==> src/hw/rtl/arp_pkg.sv <==
// ----------------------------------------------------------------------------
// ARP responder package
// Shared types, register indexes and frame constants.
// ----------------------------------------------------------------------------
package arp_pkg;

    typedef struct packed {
        logic [7:0] rx_byte;
        logic       rx_last;
    } t_rx_item;

    typedef struct packed {
        logic [7:0] tx_byte;
        logic       tx_last;
    } t_tx_item;

    typedef struct packed {
        logic [47:0] peer_mac;
        logic [31:0] peer_ip;
        logic [47:0] echo_hdr;
    } t_reply_desc;

    localparam int CFG_IDX_W = 1;
    localparam logic [CFG_IDX_W-1:0] REG_OWN_MAC = 1'b0;
    localparam logic [CFG_IDX_W-1:0] REG_OWN_IP  = 1'b1;
    localparam int CFG_DATA_W = 48;

    localparam logic [15:0] ETHERTYPE_ARP = 16'h0806;
    localparam logic [15:0] OP_REQUEST    = 16'h0001;
    localparam logic [15:0] OP_REPLY      = 16'h0002;

    localparam int POS_W = 6;
    localparam int REPLY_LEN = 42;
    localparam logic [POS_W-1:0] POS_LAST = POS_W'(REPLY_LEN - 1);
    localparam logic [POS_W-1:0] POS_MAX  = '1;

    localparam int QUEUE_DEPTH = 2;

endpackage

==> src/hw/rtl/arp_rx_parse.sv <==
// ----------------------------------------------------------------------------
// ARP receive parser
// Checks the EtherType, opcode and target IP bytes against the request pattern,
// captures the sender fields and raises a reply descriptor on a qualifying last byte.
// ----------------------------------------------------------------------------
module arp_rx_parse (
    input  logic                 i_clk,
    input  logic                 i_rst_n,
    input  logic                 i_accept,
    input  arp_pkg::t_rx_item    i_rx,
    input  logic [31:0]          i_own_ip,
    output logic                 o_push,
    output arp_pkg::t_reply_desc o_desc
);
    import arp_pkg::*;

    logic [POS_W-1:0] r_pos;
    logic             r_ok;
    logic [47:0]      r_echo;
    logic [47:0]      r_peer_mac;
    logic [31:0]      r_peer_ip;

    logic [7:0]       b;
    logic [1:0]       ip_sel;
    logic [7:0]       ip_byte;
    logic             fail;
    logic             n_ok;
    logic [POS_W-1:0] n_pos;

    always_comb begin
        b      = i_rx.rx_byte;
        ip_sel = 2'(r_pos - 6'd38);
        case (ip_sel)
            2'd0:    ip_byte = i_own_ip[31:24];
            2'd1:    ip_byte = i_own_ip[23:16];
            2'd2:    ip_byte = i_own_ip[15:8];
            default: ip_byte = i_own_ip[7:0];
        endcase
        fail = (r_pos == 6'd12 && b != ETHERTYPE_ARP[15:8])
            || (r_pos == 6'd13 && b != ETHERTYPE_ARP[7:0])
            || (r_pos == 6'd20 && b != OP_REQUEST[15:8])
            || (r_pos == 6'd21 && b != OP_REQUEST[7:0])
            || (r_pos >= 6'd38 && r_pos <= POS_LAST && b != ip_byte);
        n_ok   = r_ok && !fail;
        n_pos  = (r_pos == POS_MAX) ? r_pos : r_pos + 1'b1;
        o_push = i_accept && i_rx.rx_last && n_ok && (r_pos >= POS_LAST);
        o_desc = '{peer_mac: r_peer_mac, peer_ip: r_peer_ip, echo_hdr: r_echo};
    end

    always_ff @(posedge i_clk) begin
        if (!i_rst_n) begin
            r_pos <= '0;
            r_ok  <= 1'b1;
        end else if (i_accept) begin
            if (i_rx.rx_last) begin
                r_pos <= '0;
                r_ok  <= 1'b1;
            end else begin
                r_pos <= n_pos;
                r_ok  <= n_ok;
            end
        end
    end

    always_ff @(posedge i_clk) begin
        if (i_accept && r_pos >= 6'd14 && r_pos <= 6'd19) begin
            r_echo <= {r_echo[39:0], b};
        end
        if (i_accept && r_pos >= 6'd22 && r_pos <= 6'd27) begin
            r_peer_mac <= {r_peer_mac[39:0], b};
        end
        if (i_accept && r_pos >= 6'd28 && r_pos <= 6'd31) begin
            r_peer_ip <= {r_peer_ip[23:0], b};
        end
    end

    a_push_long_enough: assert property (@(posedge i_clk) disable iff (!i_rst_n)
        o_push |-> (r_pos >= POS_LAST))
        else $error("reply raised before byte 41");

endmodule

==> src/hw/rtl/arp_desc_fifo.sv <==
// ----------------------------------------------------------------------------
// ARP reply descriptor queue
// Short queue between the receive parser and the reply generator.
// ----------------------------------------------------------------------------
module arp_desc_fifo #(
    parameter int DEPTH = arp_pkg::QUEUE_DEPTH
) (
    input  logic                 i_clk,
    input  logic                 i_rst_n,
    input  logic                 i_push,
    input  arp_pkg::t_reply_desc i_data,
    input  logic                 i_pop,
    output arp_pkg::t_reply_desc o_data,
    output logic                 o_full,
    output logic                 o_empty
);
    import arp_pkg::*;

    localparam int AW = (DEPTH > 1) ? $clog2(DEPTH) : 1;
    localparam int CW = $clog2(DEPTH + 1);

    t_reply_desc     r_mem [DEPTH];
    logic [AW-1:0]   r_wr;
    logic [AW-1:0]   r_rd;
    logic [CW-1:0]   r_count;

    assign o_full  = (r_count == CW'(DEPTH));
    assign o_empty = (r_count == '0);
    assign o_data  = r_mem[r_rd];

    always_ff @(posedge i_clk) begin
        if (!i_rst_n) begin
            r_wr    <= '0;
            r_rd    <= '0;
            r_count <= '0;
        end else begin
            if (i_push) begin
                r_wr <= (r_wr == AW'(DEPTH - 1)) ? '0 : r_wr + 1'b1;
            end
            if (i_pop) begin
                r_rd <= (r_rd == AW'(DEPTH - 1)) ? '0 : r_rd + 1'b1;
            end
            if (i_push && !i_pop) begin
                r_count <= r_count + 1'b1;
            end else if (!i_push && i_pop) begin
                r_count <= r_count - 1'b1;
            end
        end
    end

    always_ff @(posedge i_clk) begin
        if (i_push) begin
            r_mem[r_wr] <= i_data;
        end
    end

    a_no_overflow: assert property (@(posedge i_clk) disable iff (!i_rst_n)
        !(i_push && o_full && !i_pop))
        else $error("descriptor queue overflow");

endmodule

==> src/hw/rtl/arp_tx_gen.sv <==
// ----------------------------------------------------------------------------
// ARP reply generator
// Takes reply descriptors and streams each 42-byte reply through an output
// register.
// ----------------------------------------------------------------------------
module arp_tx_gen (
    input  logic                 i_clk,
    input  logic                 i_rst_n,
    input  arp_pkg::t_reply_desc i_desc,
    input  logic                 i_empty,
    output logic                 o_pop,
    input  logic [47:0]          i_own_mac,
    input  logic [31:0]          i_own_ip,
    output logic                 o_tx_valid,
    input  logic                 i_tx_stall,
    output arp_pkg::t_tx_item    o_tx
);
    import arp_pkg::*;

    logic             r_active;
    logic [POS_W-1:0] r_idx;
    t_reply_desc      r_desc;
    logic             r_tx_valid;
    t_tx_item         r_tx;

    logic             adv;
    logic             at_end;
    logic             load;
    logic [REPLY_LEN*8-1:0] frame;
    logic [POS_W-1:0] sel;
    logic [7:0]       cur_byte;

    always_comb begin
        adv    = !r_tx_valid || !i_tx_stall;
        at_end = (r_idx == POS_LAST);
        load   = adv && !i_empty && (!r_active || at_end);
        frame  = {r_desc.peer_mac, i_own_mac, ETHERTYPE_ARP, r_desc.echo_hdr,
                  OP_REPLY, i_own_mac, i_own_ip, r_desc.peer_mac, r_desc.peer_ip};
        sel      = POS_LAST - r_idx;
        cur_byte = frame[{sel, 3'b000} +: 8];
    end

    assign o_pop      = load;
    assign o_tx_valid = r_tx_valid;
    assign o_tx       = r_tx;

    always_ff @(posedge i_clk) begin
        if (!i_rst_n) begin
            r_active   <= 1'b0;
            r_idx      <= '0;
            r_tx_valid <= 1'b0;
        end else if (adv) begin
            r_tx_valid <= r_active;
            if (load) begin
                r_active <= 1'b1;
                r_idx    <= '0;
            end else if (r_active && at_end) begin
                r_active <= 1'b0;
                r_idx    <= '0;
            end else if (r_active) begin
                r_idx <= r_idx + 1'b1;
            end
        end
    end

    always_ff @(posedge i_clk) begin
        if (adv && r_active) begin
            r_tx.tx_byte <= cur_byte;
            r_tx.tx_last <= at_end;
        end
        if (load) begin
            r_desc <= i_desc;
        end
    end

    a_idx_range: assert property (@(posedge i_clk) disable iff (!i_rst_n)
        r_idx <= POS_LAST)
        else $error("reply byte index out of range");

    a_pop_nonempty: assert property (@(posedge i_clk) disable iff (!i_rst_n)
        o_pop |-> !i_empty)
        else $error("pop from empty descriptor queue");

    a_last_ends_reply: assert property (@(posedge i_clk) disable iff (!i_rst_n)
        (adv && r_active && at_end && !load) |=> !r_active)
        else $error("reply did not end after its last byte");

endmodule

==> src/hw/rtl/arp_request_responder.sv <==
// ----------------------------------------------------------------------------
// ARP request responder
// Answers ARP requests for this station's IPv4 address with a reply frame.
// ----------------------------------------------------------------------------
// Usage:
//   Receive channel (i_rx_valid / o_rx_stall / i_rx) carries one frame byte
//   per transfer, rx_last on the final byte, one byte per cycle when not stalled.
//   Transmit channel (o_tx_valid / i_tx_stall / o_tx) carries the 42-byte
//   reply, tx_last on the final byte, one byte per cycle when not stalled.
//   Configuration channel (i_cfg_valid / o_cfg_ready) writes own_mac
//   (index 0) or own_ip (index 1, data bits 31:0); write only while idle.
//   After the request's last byte, its descriptor passes the queue and the
//   generator's active state to the output register; the reply then runs at
//   one byte per cycle when not stalled, and a queued reply follows with no gap.
//   Replies wait in a descriptor queue of QUEUE_DEPTH entries; o_rx_stall
//   rises only while that queue is full, so receive stalls only once the
//   transmit side is held off long enough for QUEUE_DEPTH replies to wait behind
//   the one being sent.
//   Reset clears the parser, queue and generator; own_mac and own_ip
//   return to zero. A stalled output byte holds until it is transferred.
// ----------------------------------------------------------------------------
module arp_request_responder #(
    parameter int QUEUE_DEPTH = arp_pkg::QUEUE_DEPTH
) (
    input  logic                             i_clk,
    input  logic                             i_rst_n,
    input  logic                             i_rx_valid,
    output logic                             o_rx_stall,
    input  arp_pkg::t_rx_item                i_rx,
    output logic                             o_tx_valid,
    input  logic                             i_tx_stall,
    output arp_pkg::t_tx_item                o_tx,
    input  logic                             i_cfg_valid,
    output logic                             o_cfg_ready,
    input  logic [arp_pkg::CFG_IDX_W-1:0]    i_cfg_index,
    input  logic [arp_pkg::CFG_DATA_W-1:0]   i_cfg_data
);
    import arp_pkg::*;

    logic [47:0] r_own_mac;
    logic [31:0] r_own_ip;

    logic        rx_accept;
    logic        push;
    logic        pop;
    logic        q_full;
    logic        q_empty;
    t_reply_desc push_desc;
    t_reply_desc pop_desc;

    assign o_cfg_ready = 1'b1;
    assign o_rx_stall  = q_full;
    assign rx_accept   = i_rx_valid && !o_rx_stall;

    always_ff @(posedge i_clk) begin
        if (!i_rst_n) begin
            r_own_mac <= '0;
            r_own_ip  <= '0;
        end else if (i_cfg_valid && o_cfg_ready) begin
            case (i_cfg_index)
                REG_OWN_MAC: r_own_mac <= i_cfg_data[47:0];
                REG_OWN_IP:  r_own_ip  <= i_cfg_data[31:0];
                default:     r_own_ip  <= r_own_ip;
            endcase
        end
    end

    arp_rx_parse u_parse (
        .i_clk    (i_clk),
        .i_rst_n  (i_rst_n),
        .i_accept (rx_accept),
        .i_rx     (i_rx),
        .i_own_ip (r_own_ip),
        .o_push   (push),
        .o_desc   (push_desc)
    );

    arp_desc_fifo #(
        .DEPTH (QUEUE_DEPTH)
    ) u_queue (
        .i_clk   (i_clk),
        .i_rst_n (i_rst_n),
        .i_push  (push),
        .i_data  (push_desc),
        .i_pop   (pop),
        .o_data  (pop_desc),
        .o_full  (q_full),
        .o_empty (q_empty)
    );

    arp_tx_gen u_gen (
        .i_clk      (i_clk),
        .i_rst_n    (i_rst_n),
        .i_desc     (pop_desc),
        .i_empty    (q_empty),
        .o_pop      (pop),
        .i_own_mac  (r_own_mac),
        .i_own_ip   (r_own_ip),
        .o_tx_valid (o_tx_valid),
        .i_tx_stall (i_tx_stall),
        .o_tx       (o_tx)
    );

endmodule
==> config.mk <==
export PLATFORM = sky130hd
export DESIGN_NAME = arp_request_responder
export DESIGN_NICKNAME = d
export VERILOG_FILES = /design/src/hw/rtl/arp_pkg.sv /design/src/hw/rtl/arp_rx_parse.sv /design/src/hw/rtl/arp_desc_fifo.sv /design/src/hw/rtl/arp_tx_gen.sv /design/src/hw/rtl/arp_request_responder.sv
export SDC_FILE = /design/constraint.sdc
export NUM_CORES = 1
export LEC_CHECK = 0
export BUFFER_PORTS_ARGS = -buffer_cell sky130_fd_sc_hd__buf_2
export CAP_MARGIN = 20
export CORE_MARGIN = 5
export CORE_UTILIZATION = 56
export CTS_BUF_LIST = sky130_fd_sc_hd__clkbuf_16
export CTS_CLUSTER_DIAMETER = 30
export DETAILED_ROUTE_END_ITERATION = 8
export GPL_ROUTABILITY_DRIVEN = 0
export PLACE_DENSITY = 0.88
export REMOVE_ABC_BUFFERS = 1
export SLEW_MARGIN = 20
export SYNTH_ARGS = -nofsm -noshare
export SYNTH_HDL_FRONTEND = slang
export SYNTH_SLANG_ARGS = --single-unit
==> constraint.sdc <==
create_clock -name i_clk -period 11.32 [get_ports i_clk]
set_input_delay 0 -clock i_clk [delete_from_list [all_inputs] [get_ports i_clk]]
set_output_delay 0 -clock i_clk [all_outputs]
set_load 0.01 [all_outputs]
==> run_results.csv <==
group,metric,value,unit
global_route,first_global_vias,14288,
sta,setup_violations,0,
route,routed_wl,54.6,mm
power_and_ir_drop,leakage,9.73,nW
sta,maxSlewHeadroom,23.9,%
layout,final_area,0.0292,mm²
yosys,synthTopCellsByArea,"edfxtp_1, dfxtp_1, mux2_2",
yosys,synth_edf_count,521,
route,drc,0,
yosys,syn_area,0.0238,mm²
yosys,synth.distinct_cells,62,
sta,rsz0062_at_grt,"no",
yosys,ys_warn_count,0,
route,dr.pass1.iters,6,
floorplan,initial_core_util,56.7,%
global_route,antenna_found_initial,0,
worst_setup_path,endpoint_kind,"flop",
layout,nets,1700,
worst_setup_path,r2r_start,"u_parse.r_pos[1]",
hold_path,min_path_cells,3,
global_route,grt_use_met2,39.0,%
clocking,insertion_delay,650,ps
worst_setup_path,setup.worst_path.class,"flop to flop",
yosys,syn_inst,1436,
place,port_buffers,73,
sta,worst_pin_slew,1140,ps
global_route,use_met3,5.74,%
floorplan,die-height,216,µm
layout,area_growth,22.3,%
worst_setup_path,worstPathMaxFanout,59,
place,dp_hpwl,29.8,mm
global_route,met1_usage,30.2,%
global_route,grt_max_degree,95,
worst_setup_path,r2r_slack,7080,ps
floorplan,rows,75,
sta,period_share,37.4,%
route,ant_nets,0,
global_route,grt_pass1_wl,84.2,mm
sta,finalMaxSlewViolations,0,
power_and_ir_drop,power.share.sequential,42.2,%
clocking,cts_tree,"yes",
yosys,syn_area_per_cell,16.6,µm²
layout,layout-drive-gt1-share,28.4,%
yosys,yosysSeqAreaShare,73.9,%
clocking,clock-sinks,620,
clocking,htreeDepth,3,
hold_path,whs_endpoint,"r_own_mac[36]",
clocking,root_buffer,"clkbuf_16",
floorplan,ios,75,
global_route,grt_usage,23.4,%
yosys,ys_seq_elements,620,
clocking,cts_resized,0,
layout,fillers,2449,
power_and_ir_drop,combPwrFrac,1.8,%
power_and_ir_drop,power_density,201,mW/mm²
sta,hold-worst-slack,118,ps
worst_setup_path,cp-startpoint,"u_parse.r_pos[1]",
worst_setup_path,rr_worst_depth,10,
floorplan,core_region_area,0.0420,mm²
run,maxCapViolations,0,
worst_setup_path,cpPeakStageDelay,730,ps
route,routedWlPerCell,24.2,µm
global_route,top_usage_layer,"met2",
clocking,clkTransAtPathRegs,50,ps
worst_setup_path,cp_data_arrival_time,4490,ps
layout,post-route-util,69.3,%
power_and_ir_drop,p_int,4.63,mW
power_and_ir_drop,switching_power,1.22,mW
clocking,clk_path_buf_depth,3,
sta,max_freq,236,MHz
place,dpl-instance-area,0.0247,mm²
hold_path,hp-start,"i_rst_n",
worst_setup_path,cp_common_cell,"buf_4",
floorplan,fp.dieW,216,µm
worst_setup_path,crit_chain,"inv_1 > ha_1 > a222oi_1 > mux2i_1 > xnor2_1 > nand4_1 > o21a_2 > nor3b_2 > buf_4 > buf_4",
power_and_ir_drop,peakVddDrop,0.162,mV
yosys,async_reset_ff_share,0,%
power_and_ir_drop,p_total,5.84,mW
run_status,outcome,"finished, final reports clean",
power_and_ir_drop,swShare,20.8,%
route,drtIter0Drc,1688,
power_and_ir_drop,power_frac_clock,56.1,%
sta,final_hold_viol_count,0,
worst_setup_path,rr_endpoint,"u_queue.r_mem[1][80]",
floorplan,die_area,0.0468,mm²
worst_setup_path,required,11570,ps
route,vias,13678,
yosys,synth_top_cell_area_share,65.6,%
clocking,numCtsBuffers,106,
route,drt-vias-per-instance,6.05,
worst_setup_path,cp-start-kind,"flop",
hold_path,hold_path_class,"primary input to flop",
global_route,overflow,0,
sta,fin_crit,4240,ps
yosys,synth_top_flop_cell,"edfxtp_1",
yosys,synth.largest_area_cell,"edfxtp_1",
layout,antennaDiodeCount,0,
worst_setup_path,critPathSlowestCell,"buf_4",
sta,skew,30.1,ps
worst max path at each step:
stage	end	slack (ps)
final	u_queue.r_mem[1][80]	7080
after global routing	u_queue.r_mem[1][107]	6790
after CTS	u_queue.r_mem[1][2]	7080
after detailed placement	u_queue.r_mem[1][35]	7160
after global placement	u_queue.r_mem[1][101]	7280
after floorplan	u_queue.r_mem[1][0]	-480
cell usage after synthesis, types with 9 or more instances:
library cell,instances
a21boi_0,84
a21oi_1,18
a31oi_1,12
buf_2,10
buf_4,9
clkbuf_1,51
dfxtp_1,99
edfxtp_1,521
ha_1,9
inv_1,16
mux2_2,137
mux2i_1,22
mux4_2,49
nand2_1,206
nand3_1,15
nor2_1,27
nor3_1,15
o21ai_0,9
xnor2_1,12
xor2_1,9
layer usage:
| layer | part of all wire, % | routed length [µm] |
|---|---|---|
| met4 | 3.7 | 2020 |
| met5 | 0 | 0 |
| met2 | 50 | 27500 |
| met1 | 38 | 20500 |
| met3 | 8.5 | 4620 |
power groups by stage:
stage / Clock (mW) / Sequential (mW) / Combinational, mW
after CTS: 3.31 / 2.47 / 0.0996
after global routing: 3.43 / 2.46 / 0.110
after global placement: 0 / 2.51 / 0.0772
after detailed placement: 0 / 2.51 / 0.0799
final: 3.28 / 2.47 / 0.103
after floorplan: 0 / 2.51 / 0.0397
repair_timing:
item,in CTS,in global routing
endpoints found under the setup margin,0,0
endpoints found under the hold margin,114,0
hold buffers,66,0
buffers inserted,0,0
flip-flops by register name, summed over array words and instances, names as in the netlist, 9 cells and up:
name                cells
r_own_ip               32
u_gen.o_tx              9
r_own_mac              48
u_parse.r_peer_ip      32
u_parse.r_peer_mac     48
u_gen.frame           128
u_queue.r_mem         256
u_parse.r_echo         48
layout make-up:
type                            count  area [µm²]  share of cell area, %
Timing Repair Buffer              162        1200                   4.12
Sequential cell                   620       17600                   60.5
Clock buffer                      108        2700                   9.27
Clock inverter                     92        1030                   3.55
Inverter                           17        63.8                  0.219
Multi-Input combinational cell    721        5840                   20.0
Tap cell                          539         674                   2.31
critical path: cells and delay by family (launching register included):
| family | cells | cell delay, ps |
|---|---|---|
| AOI/OAI and AO/OA | 2 | 710 |
| xor gates and xnor gates | 1 | 200 |
| adders and majority gates | 1 | 350 |
| buffers and inverters | 3 | 1550 |
| DFF | 1 | 430 |
| muxes | 1 | 170 |
| and+or+nand+nor | 2 | 390 |
kinds of logic after synthesis:
logic type | share of synthesized area [%]
DFF | 73.9
adders and majority gates | 0.472
xor gates and xnor gates | 0.908
buffers and inverters | 1.88
other | 0.0157
and+or+nand+nor | 5.69
muxes | 12.0
AOI/OAI and AO/OA | 5.10
layout by cell type (no fill, tap or decap), drive strengths merged, types with 4 or more instances in the layout:
cell	n
bufinv	16
inv	40
nor3	15
ha	9
mux2	137
edfxtp	521
and2	8
nand4	6
a222oi	8
nand3	15
o21a	4
dfxtp	99
nand2	206
or3	4
clkbuf	108
nand2b	6
a31oi	12
dlygate4sd3	66
nor2b	6
buf	96
clkinv	34
a21oi	19
a211oi	5
xor2	10
a21boi	84
mux2i	22
o21ai	13
clkinvlp	19
xnor2	13
nor2	27
nor4	4
mux4	49
per-stage QoR:
stage	setup WS [ps]	std cells	TNS, ps
CTS	7080	2259	0
floorplan	-479	1358	-61360
finish	7080	2259	0
global placement	7280	1993	0
global route	6790	2259	0
detailed placement	7160	1993	0
Power figures use the tool's default switching activity.
